`config.mk`:
```
export PLATFORM = sky130hd
export DESIGN_NAME = dhcp_option_tlv_parser
export DESIGN_NICKNAME = d
export VERILOG_FILES = /design/src/hw/rtl/dhcpo_pkg.sv /design/src/hw/rtl/dhcpo_parse.sv /design/src/hw/rtl/dhcp_option_tlv_parser.sv
export SDC_FILE = /design/constraint.sdc
export NUM_CORES = 1
export LEC_CHECK = 0
export BUFFER_PORTS_ARGS = -buffer_cell sky130_fd_sc_hd__buf_2
export CORE_MARGIN = 2
export CORE_UTILIZATION = 55
export CTS_CLUSTER_SIZE = 8
export DETAILED_ROUTE_END_ITERATION = 7
export GPL_TIMING_DRIVEN = 0
export PLACE_DENSITY_LB_ADDON = 0.3
export SLEW_MARGIN = 20
export SYNTH_ARGS = -nofsm -noshare
export SYNTH_HDL_FRONTEND = slang
export SYNTH_SLANG_ARGS = --single-unit
```
`constraint.sdc`:
```
create_clock -name clk -period 13.3 [get_ports clk]
set_input_delay 3.325 -clock clk [delete_from_list [all_inputs] [get_ports clk]]
set_output_delay 3.325 -clock clk [all_outputs]
set_load 0.01 [all_outputs]
```
`src/hw/rtl/dhcpo_pkg.sv`:
```
package dhcpo_pkg;

	// Fixed field widths
	localparam int BYTE_W   = 8;
	localparam int LEN_IN_W = 10;
	localparam int STATUS_W = 3;
	localparam int WORD_W   = 32;

	// Magic cookie at the head of the options field
	localparam logic [WORD_W-1:0] COOKIE_MAGIC = 32'h6382_5363;
	localparam int                COOKIE_BYTES = 4;

	// Option codes
	localparam logic [BYTE_W-1:0] OPT_PAD      = 8'd0;
	localparam logic [BYTE_W-1:0] OPT_SUBNET   = 8'd1;
	localparam logic [BYTE_W-1:0] OPT_ROUTER   = 8'd3;
	localparam logic [BYTE_W-1:0] OPT_DNS      = 8'd6;
	localparam logic [BYTE_W-1:0] OPT_LEASE    = 8'd51;
	localparam logic [BYTE_W-1:0] OPT_MSG_TYPE = 8'd53;
	localparam logic [BYTE_W-1:0] OPT_SERVER   = 8'd54;
	localparam logic [BYTE_W-1:0] OPT_END      = 8'd255;

	// Result status codes (3 = code without length is reserved, never raised)
	localparam logic [STATUS_W-1:0] ST_OK         = 3'd0;
	localparam logic [STATUS_W-1:0] ST_SHORT      = 3'd1;
	localparam logic [STATUS_W-1:0] ST_BAD_COOKIE = 3'd2;
	localparam logic [STATUS_W-1:0] ST_OVERRUN    = 3'd4;

	// Walk phase
	typedef enum logic [2:0] {
		PH_COOKIE = 3'd0,
		PH_CODE   = 3'd1,
		PH_LEN    = 3'd2,
		PH_VALUE  = 3'd3,
		PH_DONE   = 3'd4
	} phase_t;

	// One parse result
	typedef struct packed {
		logic [STATUS_W-1:0] status;
		logic [BYTE_W-1:0]   msg_type;
		logic [WORD_W-1:0]   netmask;
		logic [WORD_W-1:0]   router_addr;
		logic [WORD_W-1:0]   dns_addr;
		logic [WORD_W-1:0]   server_id;
		logic [WORD_W-1:0]   lease_seconds;
	} result_t;

	// Code kept for capture, or pad when the code is not captured or the length rule fails
	function automatic logic [BYTE_W-1:0] capture_code(input logic [BYTE_W-1:0] code,
			input logic [BYTE_W-1:0] len);
		logic [BYTE_W-1:0] kept;
		kept = OPT_PAD;
		unique case (code) inside
			OPT_MSG_TYPE: kept = (len == 8'd1) ? code : OPT_PAD;
			OPT_SUBNET, OPT_SERVER, OPT_LEASE: kept = (len == 8'd4) ? code : OPT_PAD;
			OPT_ROUTER, OPT_DNS: kept = (len >= 8'd4) ? code : OPT_PAD;
			default: kept = OPT_PAD;
		endcase
		return kept;
	endfunction

endpackage

```
`src/hw/rtl/dhcpo_parse.sv`:
```
module dhcpo_parse #(
	parameter int MAX_FIELD_BYTES = 512
) (
	input  logic                             clk,
	input  logic                             arst_n,
	input  logic                             take,
	input  logic [dhcpo_pkg::BYTE_W-1:0]     data_byte,
	input  logic [dhcpo_pkg::LEN_IN_W-1:0]   options_length,
	output logic                             last,
	output dhcpo_pkg::result_t               result
);

	localparam int PosW    = $clog2(MAX_FIELD_BYTES);
	localparam int LenW    = $clog2(MAX_FIELD_BYTES + 1);
	localparam int LenExtW = dhcpo_pkg::LEN_IN_W + 1;
	localparam int SumW    = $clog2(MAX_FIELD_BYTES + 257);
	localparam int BW      = dhcpo_pkg::BYTE_W;
	localparam int WW      = dhcpo_pkg::WORD_W;

	dhcpo_pkg::phase_t phase_q, phase_d;
	logic [PosW-1:0]   pos_q;
	logic [WW-1:0]     cookie_q, cookie_d;
	logic [BW-1:0]     code_q, code_d;
	logic [BW-1:0]     left_q, left_d;
	logic [WW-1:0]     val_q, val_d;
	logic [2:0]        taken_q, taken_d;
	logic [dhcpo_pkg::STATUS_W-1:0] err_q, err_d;
	logic [BW-1:0]     mt_q, mt_d;
	logic [WW-1:0]     subnet_q, subnet_d;
	logic [WW-1:0]     router_q, router_d;
	logic [WW-1:0]     dns_q, dns_d;
	logic [WW-1:0]     server_q, server_d;
	logic [WW-1:0]     lease_q, lease_d;

	logic [LenExtW-1:0] len_ext, len_clip;
	logic [LenW-1:0]    len_c;
	logic [SumW-1:0]    len_s, pos_s, byte_s;

	// Clamp the field length to 1..MAX_FIELD_BYTES
	assign len_ext  = {1'b0, options_length};
	assign len_clip = (options_length == '0) ? LenExtW'(1) :
		(len_ext > LenExtW'(MAX_FIELD_BYTES)) ? LenExtW'(MAX_FIELD_BYTES) : len_ext;
	assign len_c    = len_clip[LenW-1:0];

	assign len_s  = SumW'(len_c);
	assign pos_s  = SumW'(pos_q);
	assign byte_s = SumW'(data_byte);

	assign last = (pos_s + SumW'(1)) >= len_s;

	// Walk step for the current byte
	always_comb begin
		phase_d  = phase_q;
		cookie_d = cookie_q;
		code_d   = code_q;
		left_d   = left_q;
		val_d    = val_q;
		taken_d  = taken_q;
		err_d    = err_q;
		mt_d     = mt_q;
		subnet_d = subnet_q;
		router_d = router_q;
		dns_d    = dns_q;
		server_d = server_q;
		lease_d  = lease_q;

		unique case (phase_q)
			dhcpo_pkg::PH_COOKIE: begin
				cookie_d = {cookie_q[WW-BW-1:0], data_byte};
				if (pos_q >= PosW'(dhcpo_pkg::COOKIE_BYTES - 1)) begin
					if (cookie_d != dhcpo_pkg::COOKIE_MAGIC) begin
						err_d   = dhcpo_pkg::ST_BAD_COOKIE;
						phase_d = dhcpo_pkg::PH_DONE;
					end else begin
						phase_d = dhcpo_pkg::PH_CODE;
					end
				end
			end
			dhcpo_pkg::PH_CODE: begin
				// a code needs at least two more bytes behind it
				if ((pos_s + SumW'(2)) < len_s) begin
					if (data_byte == dhcpo_pkg::OPT_END) begin
						phase_d = dhcpo_pkg::PH_DONE;
					end else if (data_byte != dhcpo_pkg::OPT_PAD) begin
						code_d  = data_byte;
						phase_d = dhcpo_pkg::PH_LEN;
					end
				end else begin
					phase_d = dhcpo_pkg::PH_DONE;
				end
			end
			dhcpo_pkg::PH_LEN: begin
				if ((pos_s + SumW'(1) + byte_s) > len_s) begin
					err_d   = dhcpo_pkg::ST_OVERRUN;
					phase_d = dhcpo_pkg::PH_DONE;
				end else if (data_byte == '0) begin
					phase_d = dhcpo_pkg::PH_CODE;
				end else begin
					code_d  = dhcpo_pkg::capture_code(code_q, data_byte);
					left_d  = data_byte;
					val_d   = '0;
					taken_d = '0;
					phase_d = dhcpo_pkg::PH_VALUE;
				end
			end
			dhcpo_pkg::PH_VALUE: begin
				// assemble up to four value bytes, first byte most significant
				if (!taken_q[2]) begin
					val_d   = {val_q[WW-BW-1:0], data_byte};
					taken_d = taken_q + 3'd1;
					if (taken_d == 3'd4 ||
							(code_q == dhcpo_pkg::OPT_MSG_TYPE && taken_d == 3'd1)) begin
						case (code_q)
							dhcpo_pkg::OPT_MSG_TYPE: mt_d     = val_d[BW-1:0];
							dhcpo_pkg::OPT_SUBNET:   subnet_d = val_d;
							dhcpo_pkg::OPT_ROUTER:   router_d = val_d;
							dhcpo_pkg::OPT_DNS:      dns_d    = val_d;
							dhcpo_pkg::OPT_SERVER:   server_d = val_d;
							dhcpo_pkg::OPT_LEASE:    lease_d  = val_d;
							default: ;
						endcase
					end
				end
				left_d = left_q - 8'd1;
				if (left_d == '0) begin
					phase_d = dhcpo_pkg::PH_CODE;
				end
			end
			dhcpo_pkg::PH_DONE: ;
			default: phase_d = dhcpo_pkg::PH_DONE;
		endcase
	end

	// Result seen on the last byte
	always_comb begin
		result.status        = (len_c < LenW'(dhcpo_pkg::COOKIE_BYTES)) ?
			dhcpo_pkg::ST_SHORT : err_d;
		result.msg_type      = mt_d;
		result.netmask       = subnet_d;
		result.router_addr   = router_d;
		result.dns_addr      = dns_d;
		result.server_id     = server_d;
		result.lease_seconds = lease_d;
	end

	// Walk state; everything clears after the last byte of a field
	always_ff @(posedge clk or negedge arst_n) begin
		if (!arst_n) begin
			phase_q  <= dhcpo_pkg::PH_COOKIE;
			pos_q    <= '0;
			cookie_q <= '0;
			code_q   <= '0;
			left_q   <= '0;
			val_q    <= '0;
			taken_q  <= '0;
			err_q    <= dhcpo_pkg::ST_OK;
			mt_q     <= '0;
			subnet_q <= '0;
			router_q <= '0;
			dns_q    <= '0;
			server_q <= '0;
			lease_q  <= '0;
		end else if (take) begin
			if (last) begin
				phase_q  <= dhcpo_pkg::PH_COOKIE;
				pos_q    <= '0;
				cookie_q <= '0;
				code_q   <= '0;
				left_q   <= '0;
				val_q    <= '0;
				taken_q  <= '0;
				err_q    <= dhcpo_pkg::ST_OK;
				mt_q     <= '0;
				subnet_q <= '0;
				router_q <= '0;
				dns_q    <= '0;
				server_q <= '0;
				lease_q  <= '0;
			end else begin
				phase_q  <= phase_d;
				pos_q    <= pos_q + PosW'(1);
				cookie_q <= cookie_d;
				code_q   <= code_d;
				left_q   <= left_d;
				val_q    <= val_d;
				taken_q  <= taken_d;
				err_q    <= err_d;
				mt_q     <= mt_d;
				subnet_q <= subnet_d;
				router_q <= router_d;
				dns_q    <= dns_d;
				server_q <= server_d;
				lease_q  <= lease_d;
			end
		end
	end

endmodule

```
`src/hw/rtl/dhcp_option_tlv_parser.sv`:
```
// DHCP options field parser.
// Input channel (in_valid / in_stall): one byte of the options field per item,
// cookie first, with the field's total length on every item. Lengths of 0 are
// treated as 1 and lengths above MAX_FIELD_BYTES as MAX_FIELD_BYTES.
// Output channel (out_valid / out_stall): one item per field, with a status and
// the captured message type, subnet mask, router, DNS, server id and lease time.
// Throughput: one byte per clock unless stalled; each byte goes through a single walk step
// between the parse state registers and the result register.
// Latency: the result is valid the cycle after the field's last byte is taken.
// When the receiver stalls, the result holds in the output register; bytes that
// do not end a field are still taken, and only a field's last byte is stalled
// until the waiting result leaves.
// Reset (arst_n low) clears the walk to the start of a field and empties the
// output register; no result is pending afterwards.
module dhcp_option_tlv_parser #(
	parameter int MAX_FIELD_BYTES = 512
) (
	input  logic                                 clk,
	input  logic                                 arst_n,
	input  logic                                 in_valid,
	output logic                                 in_stall,
	input  logic [dhcpo_pkg::BYTE_W-1:0]         data_byte,
	input  logic [dhcpo_pkg::LEN_IN_W-1:0]       options_length,
	output logic                                 out_valid,
	input  logic                                 out_stall,
	output logic [dhcpo_pkg::STATUS_W-1:0]       status,
	output logic [dhcpo_pkg::BYTE_W-1:0]         msg_type,
	output logic [dhcpo_pkg::WORD_W-1:0]         netmask,
	output logic [dhcpo_pkg::WORD_W-1:0]         router_addr,
	output logic [dhcpo_pkg::WORD_W-1:0]         dns_addr,
	output logic [dhcpo_pkg::WORD_W-1:0]         server_id,
	output logic [dhcpo_pkg::WORD_W-1:0]         lease_seconds
);

	logic               take;
	logic               last;
	logic               out_valid_q;
	dhcpo_pkg::result_t result;
	dhcpo_pkg::result_t res_q;

	// Only a last byte needs the output slot
	assign in_stall = out_valid_q & out_stall & last;
	assign take     = in_valid & ~in_stall;

	dhcpo_parse #(
		.MAX_FIELD_BYTES(MAX_FIELD_BYTES)
	) u_parse (
		.clk           (clk),
		.arst_n        (arst_n),
		.take          (take),
		.data_byte     (data_byte),
		.options_length(options_length),
		.last          (last),
		.result        (result)
	);

	// Output register
	always_ff @(posedge clk or negedge arst_n) begin
		if (!arst_n) begin
			out_valid_q <= 1'b0;
		end else if (take & last) begin
			out_valid_q <= 1'b1;
		end else if (!out_stall) begin
			out_valid_q <= 1'b0;
		end
	end

	always_ff @(posedge clk) begin
		if (take & last) begin
			res_q <= result;
		end
	end

	assign out_valid     = out_valid_q;
	assign status        = res_q.status;
	assign msg_type      = res_q.msg_type;
	assign netmask       = res_q.netmask;
	assign router_addr   = res_q.router_addr;
	assign dns_addr      = res_q.dns_addr;
	assign server_id     = res_q.server_id;
	assign lease_seconds = res_q.lease_seconds;

endmodule

```
==> impl_metrics.csv <==
group,metric,value,unit
placement,io_buffers,194,
power,powerDensity,162,nW/µm²
timing,setup_ws,3350,ps
cts,cts_resized,0,
cts,clock_latency,580,ps
cts,cts_setup_buffers,0,
cts,cts_root_buffer,"clkbuf_16",
grt,antenna_found_initial,0,
power,p_sw,0.963,mW
grt,grt_max_degree,98,
critical_path,endpoint_kind,"primary output",
placement,post-place-ws,3430,ps
min_path,hp-class,"reg -> reg",
timing,fin_crit_sh,0.748,
critical_path,critical_path.slowest_cell,"nor4_1",
drt,remaining_drc_errors,0,
timing,rsz0062_at_grt,"false",
min_path,hold_start,"u_parse.router_q[15]$_DFFE_PN0P_",
cts,cts_buffer_depth,3,
power,p_comb_frac,0.165,
yosys,ys_types,64,
grt,overflow,0,
yosys,ys_async_sr_fraction,0.595,
floorplan,start_util,0.561,
critical_path,arrival,6630,ps
grt,first_global_vias,12500,
cts,hold_buffers,0,
timing,setup_viol,0,
power,p_total,3.51,mW
drt,first_pass_iters,5,
grt,grt_pass1_wl,72800,µm
placement,globalplace.congestion,0.861,
critical_path,crit_start,"options_length[8]",
placement,place_hpwl,30200,µm
critical_path,rr_endpoint,"u_parse.val_q[2]$_DFFE_PN0P_",
drt,drt_iter0_markers,1243,
critical_path,required,9970,ps
power,p_seq_frac,0.444,
floorplan,ios,195,
yosys,yosysSeqAreaShare,0.622,
critical_path,critical_path_class,"in -> out",
timing,fmax,100,MHz
yosys,synth.net_count,1392,
timing,hold_viol,0,
cts,cts_made_buffers,58,
min_path,min_to,"u_parse.router_q[15]$_DFFE_PN0P_",
critical_path,critPathMaxStageDelay,580,ps
power,peakVddDrop,0.000123,V
timing,period_minus_slack,9950,ps
critical_path,worstPathCellList,"buf_2 > nor4_1 > nand2_1 > o2bb2ai_1 > ha_1 > a21boi_0 > o21a_1 > o32ai_1 > buf_2 > clkbuf_1 > nor2_1 > buf_2",
grt,grt_usage,0.265,
cells_and_area,final_cell_mix,"251 x dfrtp_1, 237 x buf_2, 226 x a22o_1",
timing,skew,25.1,ps
drt,num_vias,12500,
floorplan,die_height,187,µm
cts,cts_tree,"yes",
cells_and_area,drive_gt1_frac,0.296,
cells_and_area,final_common_cell,"dfrtp_1",
yosys,yosys_warnings,0,
cells_and_area,diodes,0,
timing,worst_pin_slew,879,ps
floorplan,rows,66,
drt,drt_wl_total,46000,µm
critical_path,r2r_setup_slack,8020,ps
yosys,synth-seq-cells,422,
timing,drv_slew,0,
cts,h-tree-depth,2,
critical_path,critPathLaunchType,"input pin",
yosys,syn-instance-count,1321,
yosys,synth_edf_count,171,
floorplan,dieWidth,187,µm
critical_path,worst_r2r_startpoint,"u_parse.pos_q[0]$_DFFE_PN0P_",
critical_path,cp_max_fo,10,
power,pwr-share-clk,0.390,
power,p_int,2.55,mW
critical_path,crit_top_cell,"buf_2",
placement,dp_cells,1960,
timing,slew_headroom,0.412,
power,p_leak,9.70,nW
yosys,ys.flop_type,"dfrtp_1",
cells_and_area,fin_cells,2065,
floorplan,core-area,32700,µm²
yosys,synth_area_per_cell,13.9,µm²
cells_and_area,fin_nets,1649,
power,swShare,0.274,
drt,avgViaCountPerCell,6.05,
run_status,status,"completed",
cts,cts.sink_count,422,
flow_run,max_cap_viol_count,0,
cells_and_area,areaGrowthSynthToFinish,18.1,%
min_path,holdPathStages,1,
drt,drt.antenna.violating_nets,0,
floorplan,die_area,34900,µm²
drt,drt-wirelength-per-cell,22.3,µm
critical_path,worstRegToRegCells,19,
timing,tns,0,ps
yosys,netlist_area,18400,µm²
cts,clkSlewWorstSetupHoldPaths,50,ps
[worst max-delay path by stage]
stage | to | slack (ps)
CTS | in_stall | 3410
global placement | msg_type[5]$_DFFE_PP_ | 1630
detailed placement | in_stall | 3430
global route | in_stall | 3180
floorplan | dns_addr[0]$_DFFE_PP_ | 4120
finish | in_stall | 3350
[cells by family after synthesis]
kind of cell | Yosys count | share of synthesized area
mux | 165 | 0.101
buf+inv | 137 | 0.0322
compound gates | 348 | 0.150
simple gates | 177 | 0.0500
fa+ha+maj | 49 | 0.0338
xor+xnor | 23 | 0.0110
flops | 422 | 0.622
[area by class of cell]
class | count | area (µm²)
inverter | 24 | 97.6
fill | 2371 | 11000
sequential | 422 | 11400
timing repair buffer | 197 | 1060
multi-input combinational | 762 | 6350
tap | 442 | 553
buffer | 113 | 502
clock inverter | 1 | 30.0
clock buffer | 104 | 1680
[power groups by stage]
stage	clock network, mW	registers, mW	logic (mW)
2_1_floorplan	0	1.60	0.364
3_3_place_gp	0	1.59	0.550
3_5_place_dp	0	1.58	0.576
4_1_cts	1.39	1.56	0.580
5_1_grt	1.45	1.57	0.645
6_report	1.37	1.56	0.580
[cells in the mapped netlist, drive strengths merged, types with 11 or more instances]
cell type  count  area share
dfrtp        251        0.34
a22o         226        0.11
edfxtp       171        0.28
mux2         164        0.10
clkbuf        62       0.013
nand2         55       0.011
buf           51       0.015
o21ai         51       0.014
ha            48       0.033
nor2          35      0.0073
inv           24      0.0049
a21oi         20      0.0055
nor3          13      0.0038
xnor2         13      0.0062
nand4         11      0.0037
[flip-flops by register name (all words and copies together), names as in the netlist, 8 cells and up]
name and count:
u_parse.pos_q 9, u_parse.cookie_q 24, u_parse.router_q 32, server_id 32, u_parse.mt_q 8, u_parse.val_q 24
dns_addr 32, u_parse.dns_q 32, lease_seconds 32, router_addr 32, u_parse.lease_q 32, u_parse.subnet_q 32
u_parse.left_q 8, msg_type 8, u_parse.code_q 8, netmask 32, u_parse.server_q 32
[metal layers]
layer / routed length, µm / track usage / vias to the layer above
li1: - / - / 5560
met4: 1320 / 0.0882 / 0
met3: 3730 / 0.0498 / 90
met2: 21300 / 0.416 / 605
met1: 19600 / 0.375 / 6237
met5: 0 / 0 / -
[critical path, delay by kind of cell]
family	cells	cell delay, ps
AOI/OAI and AO/OA	4	1130
and+or+nand+nor	3	880
buffers and inverters	4	1060
adders and majority gates	1	210
[through the flow]
step | hold WS, ps | util | cell area, µm²
2_1_floorplan | 460 | - | 18400
6_report | 489 | 0.663 | 21700
4_1_cts | 493 | 0.663 | 21700
3_5_place_dp | 476 | 0.611 | 20000
3_3_place_gp | 475 | 0.608 | 19900
5_1_grt | 500 | 0.663 | 21700
(Power assumes the default switching activity.)
